[src/hdl/awst_pkg.sv]
// Package: shared widths, codes and control structs of the availability-window sync tracker.
`default_nettype none
package awst_pkg;

    // Time base
    localparam int TIME_BITS  = 64;
    localparam int NOW_W      = 64;
    localparam int US_SHIFT   = 10;
    localparam int TU_W       = TIME_BITS - US_SHIFT;

    // Field widths
    localparam int OP_W       = 2;
    localparam int PERIOD_W   = 10;
    localparam int WINDOWS_W  = 5;
    localparam int EXT_W      = 14;
    localparam int PEER_W     = 16;
    localparam int WIN_CNT_W  = 16;
    localparam int NEXT_US_W  = 24;
    localparam int ERR_W      = 32;
    localparam int DIV_CNT_W  = $clog2(TU_W + 1);

    // Configuration port
    localparam int CFG_IDX_W  = 2;
    localparam int CFG_DATA_W = 10;

    localparam logic [CFG_IDX_W-1:0] CFG_PERIOD  = 2'd0;
    localparam logic [CFG_IDX_W-1:0] CFG_WINDOWS = 2'd1;

    localparam logic [PERIOD_W-1:0]  RESET_PERIOD  = 10'd16;
    localparam logic [WINDOWS_W-1:0] RESET_WINDOWS = 5'd4;
    localparam logic [WINDOWS_W-1:0] MAX_WINDOWS   = 5'd16;
    localparam logic [WIN_CNT_W-1:0] COUNTER_KEEP_MASK = 16'hfffc;

    // Largest extended window, in TU and in microseconds
    localparam int MAX_EXT_TU = 1023 * 16;
    localparam int MAX_EXT_US = MAX_EXT_TU * 1024;

    // Opcodes
    localparam logic [OP_W-1:0] OP_QUERY  = 2'd0;
    localparam logic [OP_W-1:0] OP_UPDATE = 2'd1;
    localparam logic [OP_W-1:0] OP_INIT   = 2'd2;

    typedef struct packed {
        logic [PERIOD_W-1:0]  period;
        logic [WINDOWS_W-1:0] windows;
    } cfg_eff_t;

    typedef struct packed {
        logic                 start;
        logic [DIV_CNT_W-1:0] nbits;
    } div_ctrl_t;

    typedef struct packed {
        logic busy;
        logic done;
    } div_stat_t;

endpackage
`default_nettype wire

[src/hdl/awst_if.sv]
// Interfaces: item and result channels of the sync tracker.
`default_nettype none
interface awst_in_if;
    logic                            valid;
    logic                            ready;
    logic [awst_pkg::OP_W-1:0]       opcode;
    logic [awst_pkg::NOW_W-1:0]      now_us;
    logic [awst_pkg::PEER_W-1:0]     peer_time_to_next_tu;
    logic [awst_pkg::PEER_W-1:0]     peer_counter;

    modport source (output valid, output opcode, output now_us,
                    output peer_time_to_next_tu, output peer_counter, input ready);
    modport sink   (input valid, input opcode, input now_us,
                    input peer_time_to_next_tu, input peer_counter, output ready);
endinterface

interface awst_out_if;
    logic                              valid;
    logic                              ready;
    logic [awst_pkg::PEER_W-1:0]       next_window_tu;
    logic [awst_pkg::NEXT_US_W-1:0]    next_window_us;
    logic [awst_pkg::WIN_CNT_W-1:0]    current_window;
    logic [awst_pkg::WIN_CNT_W-1:0]    current_extended;
    logic signed [awst_pkg::ERR_W-1:0] sync_error_tu;

    modport source (output valid, output next_window_tu, output next_window_us,
                    output current_window, output current_extended,
                    output sync_error_tu, input ready);
    modport sink   (input valid, input next_window_tu, input next_window_us,
                    input current_window, input current_extended,
                    input sync_error_tu, output ready);
endinterface
`default_nettype wire

[src/hdl/awst_cfg.sv]
// Configuration registers with the clamped period and window count they imply.
`default_nettype none
module awst_cfg (
    input  wire logic                            clk,
    input  wire logic                            rst_n,
    input  wire logic                            cfg_we,
    input  wire logic [awst_pkg::CFG_IDX_W-1:0]  cfg_index,
    input  wire logic [awst_pkg::CFG_DATA_W-1:0] cfg_data,
    output awst_pkg::cfg_eff_t                   eff
);

    logic [awst_pkg::PERIOD_W-1:0]  period_reg;
    logic [awst_pkg::WINDOWS_W-1:0] windows_reg;

    always_ff @(posedge clk or negedge rst_n)
    begin
        if (!rst_n)
        begin
            period_reg  <= awst_pkg::RESET_PERIOD;
            windows_reg <= awst_pkg::RESET_WINDOWS;
        end
        else if (cfg_we)
        begin
            if (cfg_index == awst_pkg::CFG_PERIOD)
            begin
                period_reg <= cfg_data[awst_pkg::PERIOD_W-1:0];
            end
            else if (cfg_index == awst_pkg::CFG_WINDOWS)
            begin
                windows_reg <= cfg_data[awst_pkg::WINDOWS_W-1:0];
            end
        end
    end

    // Treat a zero period as one; clamp the window count into one to sixteen
    always_comb
    begin
        eff.period = (period_reg == '0) ? awst_pkg::PERIOD_W'(1) : period_reg;
        if (windows_reg == '0)
        begin
            eff.windows = awst_pkg::WINDOWS_W'(1);
        end
        else if (windows_reg > awst_pkg::MAX_WINDOWS)
        begin
            eff.windows = awst_pkg::MAX_WINDOWS;
        end
        else
        begin
            eff.windows = windows_reg;
        end
    end

endmodule
`default_nettype wire

[src/hdl/awst_div.sv]
// Shared restoring divider: one quotient bit per cycle, dividend aligned at the top.
`default_nettype none
module awst_div (
    input  wire logic                         clk,
    input  wire logic                         rst_n,
    input  wire awst_pkg::div_ctrl_t          ctrl,
    input  wire logic [awst_pkg::TU_W-1:0]    dividend,
    input  wire logic [awst_pkg::EXT_W-1:0]   divisor,
    output awst_pkg::div_stat_t               stat,
    output logic      [awst_pkg::TU_W-1:0]    quotient,
    output logic      [awst_pkg::EXT_W-1:0]   remainder
);

    logic                           busy_reg,  busy_next;
    logic                           done_reg,  done_next;
    logic [awst_pkg::DIV_CNT_W-1:0] cnt_reg,   cnt_next;
    logic [awst_pkg::TU_W-1:0]      dvd_reg,   dvd_next;
    logic [awst_pkg::EXT_W-1:0]     rem_reg,   rem_next;
    logic [awst_pkg::EXT_W-1:0]     dsr_reg,   dsr_next;
    logic [awst_pkg::EXT_W:0]       trial;
    logic [awst_pkg::EXT_W:0]       diff;
    logic                           fits;

    always_comb
    begin
        trial = {rem_reg, dvd_reg[awst_pkg::TU_W-1]};
        diff  = trial - {1'b0, dsr_reg};
        fits  = (trial >= {1'b0, dsr_reg});

        busy_next = busy_reg;
        done_next = 1'b0;
        cnt_next  = cnt_reg;
        dvd_next  = dvd_reg;
        rem_next  = rem_reg;
        dsr_next  = dsr_reg;

        if (ctrl.start)
        begin
            busy_next = 1'b1;
            cnt_next  = ctrl.nbits;
            dvd_next  = dividend;
            rem_next  = '0;
            dsr_next  = divisor;
        end
        else if (busy_reg)
        begin
            rem_next = fits ? diff[awst_pkg::EXT_W-1:0] : trial[awst_pkg::EXT_W-1:0];
            dvd_next = {dvd_reg[awst_pkg::TU_W-2:0], fits};
            cnt_next = cnt_reg - awst_pkg::DIV_CNT_W'(1);
            if (cnt_reg == awst_pkg::DIV_CNT_W'(1))
            begin
                busy_next = 1'b0;
                done_next = 1'b1;
            end
        end
    end

    always_ff @(posedge clk or negedge rst_n)
    begin
        if (!rst_n)
        begin
            busy_reg <= 1'b0;
            done_reg <= 1'b0;
            cnt_reg  <= '0;
        end
        else
        begin
            busy_reg <= busy_next;
            done_reg <= done_next;
            cnt_reg  <= cnt_next;
        end
    end

    always_ff @(posedge clk)
    begin
        dvd_reg <= dvd_next;
        rem_reg <= rem_next;
        dsr_reg <= dsr_next;
    end

    assign stat.busy = busy_reg;
    assign stat.done = done_reg;
    assign quotient  = dvd_reg;
    assign remainder = rem_reg;

endmodule
`default_nettype wire

[src/hdl/availability_window_sync_tracker.sv]
// Top level: availability-window sync tracker, sequencer around one shared divider.
//
//  channel   dir   handshake     payload
//  -------   ---   -----------   --------------------------------------------------
//  item      in    valid/ready   opcode, now_us, peer_time_to_next_tu, peer_counter
//  result    out   valid/ready   next_window_tu, next_window_us, current_window,
//                                current_extended, sync_error_tu
//  cfg       in    cfg_we        cfg_index, cfg_data (no read-back)
//
// One item runs from transfer to transfer through four divider passes of TU_W, 14, 16
// and 16 quotient bits, plus setup and finish steps.
// Reset clears the anchor, the window counter, the sequencer and the result valid flag;
// the configuration returns to a 16 TU period and 4 windows.
// item.ready is high only in idle. A finished result waits in the output register while
// the next item is taken; that item stalls at its finish step until the register frees.
`default_nettype none
module availability_window_sync_tracker (
    input  wire logic                            clk,
    input  wire logic                            rst_n,
    awst_in_if.sink                              item,
    awst_out_if.source                           result,
    input  wire logic                            cfg_we,
    input  wire logic [awst_pkg::CFG_IDX_W-1:0]  cfg_index,
    input  wire logic [awst_pkg::CFG_DATA_W-1:0] cfg_data
);

    localparam int TB   = awst_pkg::TIME_BITS;
    localparam int TUW  = awst_pkg::TU_W;
    localparam int EW   = awst_pkg::EXT_W;
    localparam int WW   = awst_pkg::WINDOWS_W;
    localparam int CW   = awst_pkg::WIN_CNT_W;
    localparam int PRW  = awst_pkg::PEER_W;
    localparam int USW  = awst_pkg::NEXT_US_W;
    localparam int ERW  = awst_pkg::ERR_W;
    localparam int SH   = awst_pkg::US_SHIFT;

    // Sequencer states
    typedef enum logic [13:0] {
        S_IDLE = 14'b00000000000001,
        S_EXT  = 14'b00000000000010,
        S_ANCH = 14'b00000000000100,
        S_LT   = 14'b00000000001000,
        S_WT   = 14'b00000000010000,
        S_LP   = 14'b00000000100000,
        S_WP   = 14'b00000001000000,
        S_WIN  = 14'b00000010000000,
        S_LW   = 14'b00000100000000,
        S_WW   = 14'b00001000000000,
        S_LC   = 14'b00010000000000,
        S_WC   = 14'b00100000000000,
        S_ERR  = 14'b01000000000000,
        S_DONE = 14'b10000000000000
    } state_t;

    state_t state_reg, state_next;

    // Configuration
    awst_pkg::cfg_eff_t eff;

    awst_cfg u_cfg (
        .clk       (clk),
        .rst_n     (rst_n),
        .cfg_we    (cfg_we),
        .cfg_index (cfg_index),
        .cfg_data  (cfg_data),
        .eff       (eff)
    );

    // Shared divider
    awst_pkg::div_ctrl_t div_ctrl;
    awst_pkg::div_stat_t div_stat;
    logic [TUW-1:0] div_dvd;
    logic [EW-1:0]  div_dsr;
    logic [TUW-1:0] div_quot;
    logic [EW-1:0]  div_rem;

    awst_div u_div (
        .clk       (clk),
        .rst_n     (rst_n),
        .ctrl      (div_ctrl),
        .dividend  (div_dvd),
        .divisor   (div_dsr),
        .stat      (div_stat),
        .quotient  (div_quot),
        .remainder (div_rem)
    );

    // Tracked state
    logic [TB-1:0] anchor_reg,  anchor_next;
    logic [CW-1:0] counter_reg, counter_next;

    // Captured item and working values
    logic [awst_pkg::OP_W-1:0] op_reg,        op_next;
    logic [TB-1:0]             now_reg,       now_next;
    logic [PRW-1:0]            peer_next_reg, peer_next_next;
    logic [PRW-1:0]            peer_cnt_reg,  peer_cnt_next;
    logic [EW-1:0]             ext_reg,       ext_next;
    logic [SH-1:0]             low_us_reg,    low_us_next;
    logic [CW-1:0]             q16_reg,       q16_next;
    logic [EW-1:0]             in_ext_reg,    in_ext_next;
    logic [WW-1:0]             qp_reg,        qp_next;
    logic [CW-1:0]             cur_win_reg,   cur_win_next;
    logic [CW-1:0]             cur_ext_reg,   cur_ext_next;
    logic [CW-1:0]             pcw_reg,       pcw_next;
    logic signed [ERW-1:0]     prod_reg,      prod_next;

    // Result register
    logic                  out_valid_reg, out_valid_next;
    logic [PRW-1:0]        out_tu_reg,    out_tu_next;
    logic [USW-1:0]        out_us_reg,    out_us_next;
    logic [CW-1:0]         out_win_reg,   out_win_next;
    logic [CW-1:0]         out_ext_reg,   out_ext_next;
    logic signed [ERW-1:0] out_err_reg,   out_err_next;

    // Combinational helpers
    logic [TB-1:0]         since_us;
    logic signed [PRW:0]   back_tu;
    logic [TB-1:0]         back_us;
    logic [WW+CW-1:0]      wq;
    logic signed [CW:0]    ext_diff;
    logic signed [ERW-1:0] ext_prod;
    logic [EW-1:0]         next_tu;
    logic signed [PRW:0]   tu_diff;
    logic                  load_out;

    always_comb
    begin
        since_us = now_reg - anchor_reg;
        back_tu  = $signed({{(PRW + 1 - EW){1'b0}}, ext_reg}) - $signed({1'b0, peer_next_reg});
        back_us  = TB'(back_tu) <<< SH;
        wq       = (WW + CW)'(eff.windows) * (WW + CW)'(q16_reg);
        ext_diff = $signed({1'b0, pcw_reg}) - $signed({1'b0, cur_ext_reg});
        ext_prod = ERW'(ext_diff) * ERW'($signed({1'b0, ext_reg}));
        next_tu  = ext_reg - in_ext_reg;
        tu_diff  = $signed({1'b0, peer_next_reg}) - $signed({{(PRW + 1 - EW){1'b0}}, next_tu});
        load_out = (state_reg == S_DONE) && (!out_valid_reg || result.ready);

        state_next     = state_reg;
        anchor_next    = anchor_reg;
        counter_next   = counter_reg;
        op_next        = op_reg;
        now_next       = now_reg;
        peer_next_next = peer_next_reg;
        peer_cnt_next  = peer_cnt_reg;
        ext_next       = ext_reg;
        low_us_next    = low_us_reg;
        q16_next       = q16_reg;
        in_ext_next    = in_ext_reg;
        qp_next        = qp_reg;
        cur_win_next   = cur_win_reg;
        cur_ext_next   = cur_ext_reg;
        pcw_next       = pcw_reg;
        prod_next      = prod_reg;

        div_ctrl.start = 1'b0;
        div_ctrl.nbits = awst_pkg::DIV_CNT_W'(TUW);
        div_dvd        = since_us[TB-1:SH];
        div_dsr        = ext_reg;

        unique case (state_reg)
            S_IDLE:
            begin
                if (item.valid)
                begin
                    op_next        = item.opcode;
                    now_next       = item.now_us[TB-1:0];
                    peer_next_next = item.peer_time_to_next_tu;
                    peer_cnt_next  = item.peer_counter;
                    state_next     = S_EXT;
                end
            end
            S_EXT:
            begin
                // extended period in TU
                ext_next   = EW'(eff.period) * EW'(eff.windows);
                state_next = S_ANCH;
            end
            S_ANCH:
            begin
                // re-anchor on update or init, keep on query and the unused code
                unique case (op_reg)
                    awst_pkg::OP_UPDATE:
                    begin
                        anchor_next  = now_reg - back_us;
                        counter_next = peer_cnt_reg & awst_pkg::COUNTER_KEEP_MASK;
                    end
                    awst_pkg::OP_INIT:
                    begin
                        anchor_next  = now_reg;
                        counter_next = '0;
                    end
                    default:
                    begin
                        anchor_next  = anchor_reg;
                        counter_next = counter_reg;
                    end
                endcase
                state_next = S_LT;
            end
            S_LT:
            begin
                // elapsed TU over the extended period
                div_ctrl.start = 1'b1;
                low_us_next    = since_us[SH-1:0];
                state_next     = S_WT;
            end
            S_WT:
            begin
                if (div_stat.done)
                begin
                    q16_next    = div_quot[CW-1:0];
                    in_ext_next = div_rem;
                    state_next  = S_LP;
                end
            end
            S_LP:
            begin
                // position inside the extended window over the period
                div_ctrl.start = 1'b1;
                div_ctrl.nbits = awst_pkg::DIV_CNT_W'(EW);
                div_dvd        = {in_ext_reg, {(TUW - EW){1'b0}}};
                div_dsr        = EW'(eff.period);
                state_next     = S_WP;
            end
            S_WP:
            begin
                if (div_stat.done)
                begin
                    qp_next    = div_quot[WW-1:0];
                    state_next = S_WIN;
                end
            end
            S_WIN:
            begin
                cur_win_next = counter_reg + CW'(qp_reg) + wq[CW-1:0];
                state_next   = S_LW;
            end
            S_LW:
            begin
                div_ctrl.start = 1'b1;
                div_ctrl.nbits = awst_pkg::DIV_CNT_W'(CW);
                div_dvd        = {cur_win_reg, {(TUW - CW){1'b0}}};
                div_dsr        = EW'(eff.windows);
                state_next     = S_WW;
            end
            S_WW:
            begin
                if (div_stat.done)
                begin
                    cur_ext_next = div_quot[CW-1:0];
                    state_next   = S_LC;
                end
            end
            S_LC:
            begin
                div_ctrl.start = 1'b1;
                div_ctrl.nbits = awst_pkg::DIV_CNT_W'(PRW);
                div_dvd        = {peer_cnt_reg, {(TUW - PRW){1'b0}}};
                div_dsr        = EW'(eff.windows);
                state_next     = S_WC;
            end
            S_WC:
            begin
                if (div_stat.done)
                begin
                    pcw_next   = div_quot[CW-1:0];
                    state_next = S_ERR;
                end
            end
            S_ERR:
            begin
                prod_next  = ext_prod;
                state_next = S_DONE;
            end
            S_DONE:
            begin
                // hold until the result register is free
                if (load_out)
                begin
                    state_next = S_IDLE;
                end
            end
            default:
            begin
                state_next = S_IDLE;
            end
        endcase

        out_valid_next = out_valid_reg;
        out_tu_next    = out_tu_reg;
        out_us_next    = out_us_reg;
        out_win_next   = out_win_reg;
        out_ext_next   = out_ext_reg;
        out_err_next   = out_err_reg;
        if (load_out)
        begin
            out_valid_next = 1'b1;
            out_tu_next    = PRW'(next_tu);
            out_us_next    = {ext_reg, {SH{1'b0}}} - {in_ext_reg, low_us_reg};
            out_win_next   = cur_win_reg;
            out_ext_next   = cur_ext_reg;
            out_err_next   = prod_reg - ERW'(tu_diff);
        end
        else if (result.ready)
        begin
            out_valid_next = 1'b0;
        end
    end

    always_ff @(posedge clk or negedge rst_n)
    begin
        if (!rst_n)
        begin
            state_reg     <= S_IDLE;
            anchor_reg    <= '0;
            counter_reg   <= '0;
            out_valid_reg <= 1'b0;
        end
        else
        begin
            state_reg     <= state_next;
            anchor_reg    <= anchor_next;
            counter_reg   <= counter_next;
            out_valid_reg <= out_valid_next;
        end
    end

    always_ff @(posedge clk)
    begin
        op_reg        <= op_next;
        now_reg       <= now_next;
        peer_next_reg <= peer_next_next;
        peer_cnt_reg  <= peer_cnt_next;
        ext_reg       <= ext_next;
        low_us_reg    <= low_us_next;
        q16_reg       <= q16_next;
        in_ext_reg    <= in_ext_next;
        qp_reg        <= qp_next;
        cur_win_reg   <= cur_win_next;
        cur_ext_reg   <= cur_ext_next;
        pcw_reg       <= pcw_next;
        prod_reg      <= prod_next;
        out_tu_reg    <= out_tu_next;
        out_us_reg    <= out_us_next;
        out_win_reg   <= out_win_next;
        out_ext_reg   <= out_ext_next;
        out_err_reg   <= out_err_next;
    end

    // Take a transfer only while the sequencer idles
    assign item.ready              = (state_reg == S_IDLE);
    assign result.valid            = out_valid_reg;
    assign result.next_window_tu   = out_tu_reg;
    assign result.next_window_us   = out_us_reg;
    assign result.current_window   = out_win_reg;
    assign result.current_extended = out_ext_reg;
    assign result.sync_error_tu    = out_err_reg;

endmodule
`default_nettype wire

[src/flat_wrapper.sv]
// flat-port wrapper written by rule: the top's interface ports become plain ports
module availability_window_sync_tracker_flat 
  (clk, rst_n, cfg_we, cfg_index, cfg_data, item_valid, item_opcode, item_now_us, item_peer_time_to_next_tu, item_peer_counter, item_ready, result_valid, result_next_window_tu, result_next_window_us, result_current_window, result_current_extended, result_sync_error_tu, result_ready);
  awst_in_if item_i ();
  awst_out_if result_i ();
  input  wire logic clk;
  input  wire logic rst_n;
  input  wire logic cfg_we;
  input  wire logic [awst_pkg::CFG_IDX_W-1:0] cfg_index;
  input  wire logic [awst_pkg::CFG_DATA_W-1:0] cfg_data;
  input wire logic [$bits(item_i.valid)-1:0] item_valid;
  input wire logic [$bits(item_i.opcode)-1:0] item_opcode;
  input wire logic [$bits(item_i.now_us)-1:0] item_now_us;
  input wire logic [$bits(item_i.peer_time_to_next_tu)-1:0] item_peer_time_to_next_tu;
  input wire logic [$bits(item_i.peer_counter)-1:0] item_peer_counter;
  output wire logic [$bits(item_i.ready)-1:0] item_ready;
  output wire logic [$bits(result_i.valid)-1:0] result_valid;
  output wire logic [$bits(result_i.next_window_tu)-1:0] result_next_window_tu;
  output wire logic [$bits(result_i.next_window_us)-1:0] result_next_window_us;
  output wire logic [$bits(result_i.current_window)-1:0] result_current_window;
  output wire logic [$bits(result_i.current_extended)-1:0] result_current_extended;
  output wire logic [$bits(result_i.sync_error_tu)-1:0] result_sync_error_tu;
  input wire logic [$bits(result_i.ready)-1:0] result_ready;
  assign item_i.valid = item_valid;
  assign item_i.opcode = item_opcode;
  assign item_i.now_us = item_now_us;
  assign item_i.peer_time_to_next_tu = item_peer_time_to_next_tu;
  assign item_i.peer_counter = item_peer_counter;
  assign item_ready = item_i.ready;
  assign result_valid = result_i.valid;
  assign result_next_window_tu = result_i.next_window_tu;
  assign result_next_window_us = result_i.next_window_us;
  assign result_current_window = result_i.current_window;
  assign result_current_extended = result_i.current_extended;
  assign result_sync_error_tu = result_i.sync_error_tu;
  assign result_i.ready = result_ready;
  availability_window_sync_tracker u_core (.clk(clk), .rst_n(rst_n), .item(item_i), .result(result_i), .cfg_we(cfg_we), .cfg_index(cfg_index), .cfg_data(cfg_data));
endmodule
[config.mk]
export PLATFORM = sky130hd
export DESIGN_NAME = availability_window_sync_tracker_flat
export DESIGN_NICKNAME = d
export VERILOG_FILES = /design/src/hdl/awst_pkg.sv /design/src/hdl/awst_if.sv /design/src/hdl/awst_cfg.sv /design/src/hdl/awst_div.sv /design/src/hdl/availability_window_sync_tracker.sv /design/src/flat_wrapper.sv
export SDC_FILE = /design/constraint.sdc
export NUM_CORES = 2
export LEC_CHECK = 0
export BUFFER_PORTS_ARGS = -buffer_cell sky130_fd_sc_hd__buf_2
export CORE_MARGIN = 3
export CORE_UTILIZATION = 38
export DETAILED_ROUTE_END_ITERATION = 16
export GPL_TIMING_DRIVEN = 0
export SYNTH_ARGS = -nofsm -noshare
export SYNTH_HDL_FRONTEND = slang
export SYNTH_SLANG_ARGS = --single-unit
[constraint.sdc]
create_clock -name clk -period 8.2 [get_ports clk]
set_clock_uncertainty 0.2 [all_clocks]
set_input_delay 1.64 -clock clk [delete_from_list [all_inputs] [get_ports clk]]
set_output_delay 1.64 -clock clk [all_outputs]
set_load 0.02 [all_outputs]
==> impl_metrics.tcl <==
set metrics [dict create \
    outcome "finished with violations" \
    violations "setup timing" \
    synth_cell_type_count 85 \
    postSynthCellCount 4430 \
    synth-seq-area-share_pct 35.24 \
    layout_worst_path_cycle_share_pct 103.3 \
    drtIter0Drc 2354 \
    netlist_area_um2 43730 \
    finalHoldViolCount 0 \
    setup_repair_after_global_routing_missed_its_margin "yes" \
    number_of_endpoints_failing_setup_at_the_final_stage 6 \
    reg2regPathDepth 34 \
    synth-edff-count 407 \
    post_route_cells_drive_above_1_share_pct 11.77 \
    cp-startpoint "u_core.cur_ext_reg[0]" \
    die_width_um 345.2 \
    groute.usage.overall_pct 21.71 \
    max-clock-path-buffers 3 \
    yosys_register_bits 537 \
    num_rows 123 \
    ys_async_sr_fraction_pct 21.60 \
    chipHeight_um 345.2 \
    postCtsHoldBufs 0 \
    grt_pass1_vias 34016 \
    yosysWarningCount 0 \
    avgSynthCellArea_um2 9.871 \
    largest_net_degree_at_the_start_of_global_routing 69 \
    synth_top_cell_by_area "sky130_fd_sc_hd__edfxtp_1" \
    hold_depth 0 \
    ys_dominant_reg_cell "sky130_fd_sc_hd__edfxtp_1" \
    area_delta_synth_final_pct 15.56 \
    timing.hold.worst.start "u_core.cur_ext_reg[14]" \
    post-route-drc-count 0 \
    cts_buffers 70 \
    ant_nets 0 \
    clk_root_buf "sky130_fd_sc_hd__clkbuf_16" \
    synthDominantCellAreaShare_pct 27.95 \
    critical_path.reg2reg.endpoint "u_core.prod_reg[30]" \
    drt-total-wl_um 131200 \
    route.vias.total 33400 \
    slowest_delay_ns 0.57 \
    critical_path_arrival_ns 8.65 \
    fin_ws_ns -0.2686 \
    cts_tree "built" \
    finish.net_count 5579 \
    synth.top_cells.by_count "sky130_fd_sc_hd__inv_1, sky130_fd_sc_hd__nand2_1, sky130_fd_sc_hd__edfxtp_1" \
    clock_latency_ns 0.66 \
    io-pin-count 221 \
    io_buffers 218 \
    clk_pin_slew_worst_paths_ns 0.06 \
    start_util_pct 38.61 \
    post_drt_wl_per_cell_um 20.62 \
    die-area_um2 119200 \
    crit_path_max_fanout 5 \
    fillerInstances 10949 \
    core_um2 113300 \
    numClockSinks 537 \
    synth.area.top_cells "sky130_fd_sc_hd__edfxtp_1, sky130_fd_sc_hd__fa_1, sky130_fd_sc_hd__ha_1, sky130_fd_sc_hd__dfrtp_1, sky130_fd_sc_hd__inv_1" \
    overall_overflow_remaining_after_global_route 0 \
    avgViaCountPerCell 5.251 \
    relSlewSlack_pct 26.29 \
    synth_most_common_cell "sky130_fd_sc_hd__inv_1" \
    fin_hold_ws_ns 0.2561 \
    max_freq_ghz 0.1181 \
    timing.final.crit_period_ns 8.469 \
    criticalPathCategory "reg -> reg" \
    finalMaxSlewViolations 0 \
    wire_length_of_the_first_global_routing_pass_um 201000 \
    place.detailed.hpwl_um 103900 \
    min_path_type "reg -> reg" \
    worst_flop_to_flop_path_startpoint "u_core.cur_ext_reg[0]" \
    count_of_maximum_capacitance_violations 0 \
    antenna_found_initial 15 \
    gp_congestion 0.9243 \
    whs_endpoint "u_core.result.current_extended[14]" \
    r2r_setup_slack_ns -0.27 \
    critPathLaunchType "flop" \
    worst_slew_pin_slew_ns 1.090 \
    crit_top_cell "sky130_fd_sc_hd__fa_1" \
    cpMaxStageDelayCell "sky130_fd_sc_hd__fa_1" \
    cts.htree.levels 3 \
    timing.critical_path.required_ns 8.38 \
    critPathCaptureType "flop" \
    drt_first_pass_iters 6 \
]
==> layer usage <==
metal | GRT usage, % | up-vias | routed length [um]
met5 | 0 | - | 60
met4 | 8.593 | 8 | 5659
met3 | 3.292 | 249 | 7701
met2 | 37.71 | 997 | 64360
met1 | 27.08 | 16244 | 53380
li1 | - | 15902 | -
==> critical path, delay by kind of cell (launching register included) <==
kind	cells	cell delay (ns)
fa+ha+maj	9	4.03
compound gates	13	2.16
simple gates	5	0.82
xor+xnor	2	0.23
flops	1	0.40
buf+inv	5	0.38
==> repair_timing <==
action                                  in CTS  in global routing
cloned                                       0                  1
gates resized for setup                     81                 70
buffers inserted                            22                 37
endpoints found under the setup margin      21                 26
pin swaps                                   45                 74
==> kinds of logic after synthesis <==
group	Yosys count	synth area share [%]
compound gates	963	13.91
mux	36	0.8669
fa+ha+maj	663	24.34
other cells	1	0.008575
flops	537	35.24
xor+xnor	285	5.708
simple gates	1206	13.53
buf+inv	739	6.395
==> through the flow <==
| step | setup WS [ns] | cell area (um^2) | utilization (%) | setup TNS, ns | std cells |
|---|---|---|---|---|---|
| 2_1_floorplan | 0.02556 | 43730 | - | 0 | 4431 |
| 3_3_place_gp | -2.478 | 46700 | 41.23 | -318.14 | 6149 |
| 3_5_place_dp | -1.400 | 47020 | 41.51 | -14.62 | 6169 |
| 4_1_cts | -0.3338 | 49980 | 44.13 | -1.196 | 6320 |
| 5_1_grt | -0.5481 | 50520 | 44.61 | -2.939 | 6358 |
| 6_report | -0.2686 | 50530 | 44.61 | -0.8898 | 6361 |
==> worst max path at each step <==
stage | end | slack [ns] | cells past startpoint
3_3_place_gp | u_core.result.sync_error_tu[31] | -2.48 | 3
5_1_grt | u_core.prod_reg[30] | -0.55 | 34
6_report | u_core.prod_reg[30] | -0.27 | 34
3_5_place_dp | u_core.prod_reg[31] | -1.40 | 34
2_1_floorplan | u_core.prod_reg[30] | 0.03 | 34
4_1_cts | u_core.prod_reg[30] | -0.33 | 34
==> cells in the final DEF, fill, tap and decap left out, drive strengths merged, types with 33 or more instances in the layout <==
cell type / synthesis / layout
inv: 575 / 579
nor2: 207 / 207
nand2: 412 / 412
buf: 19 / 320
a21oi: 284 / 284
and2: 165 / 165
nand2b: 52 / 52
a211oi: 43 / 43
xor2: 93 / 93
ha: 350 / 350
nor2b: 65 / 65
o21ai: 238 / 238
nor3: 60 / 60
fa: 313 / 313
clkbuf: 145 / 230
nand4: 45 / 45
xnor2: 192 / 192
edfxtp: 407 / 407
o21bai: 51 / 51
nand3: 80 / 80
dfrtp: 113 / 113
and3: 33 / 33
a21o: 144 / 144
==> layout make-up <==
class | instances | area (um^2) | share of cell area (%)
Clock buffer | 88 | 1881 | 3.721
Antenna cell | 3 | 7.507 | 0.01486
Inverter | 575 | 2161 | 4.276
Clock inverter | 41 | 553.0 | 1.094
Tap cell | 1500 | 1877 | 3.714
Buffer | 164 | 735.7 | 1.456
Sequential cell | 537 | 15410 | 30.49
Timing Repair Buffer | 298 | 1839 | 3.640
Multi-Input combinational cell | 3155 | 26070 | 51.59
Power is not shown: default switching activity piles up to over one toggle a cycle in this logic, so the estimate is an artifact.
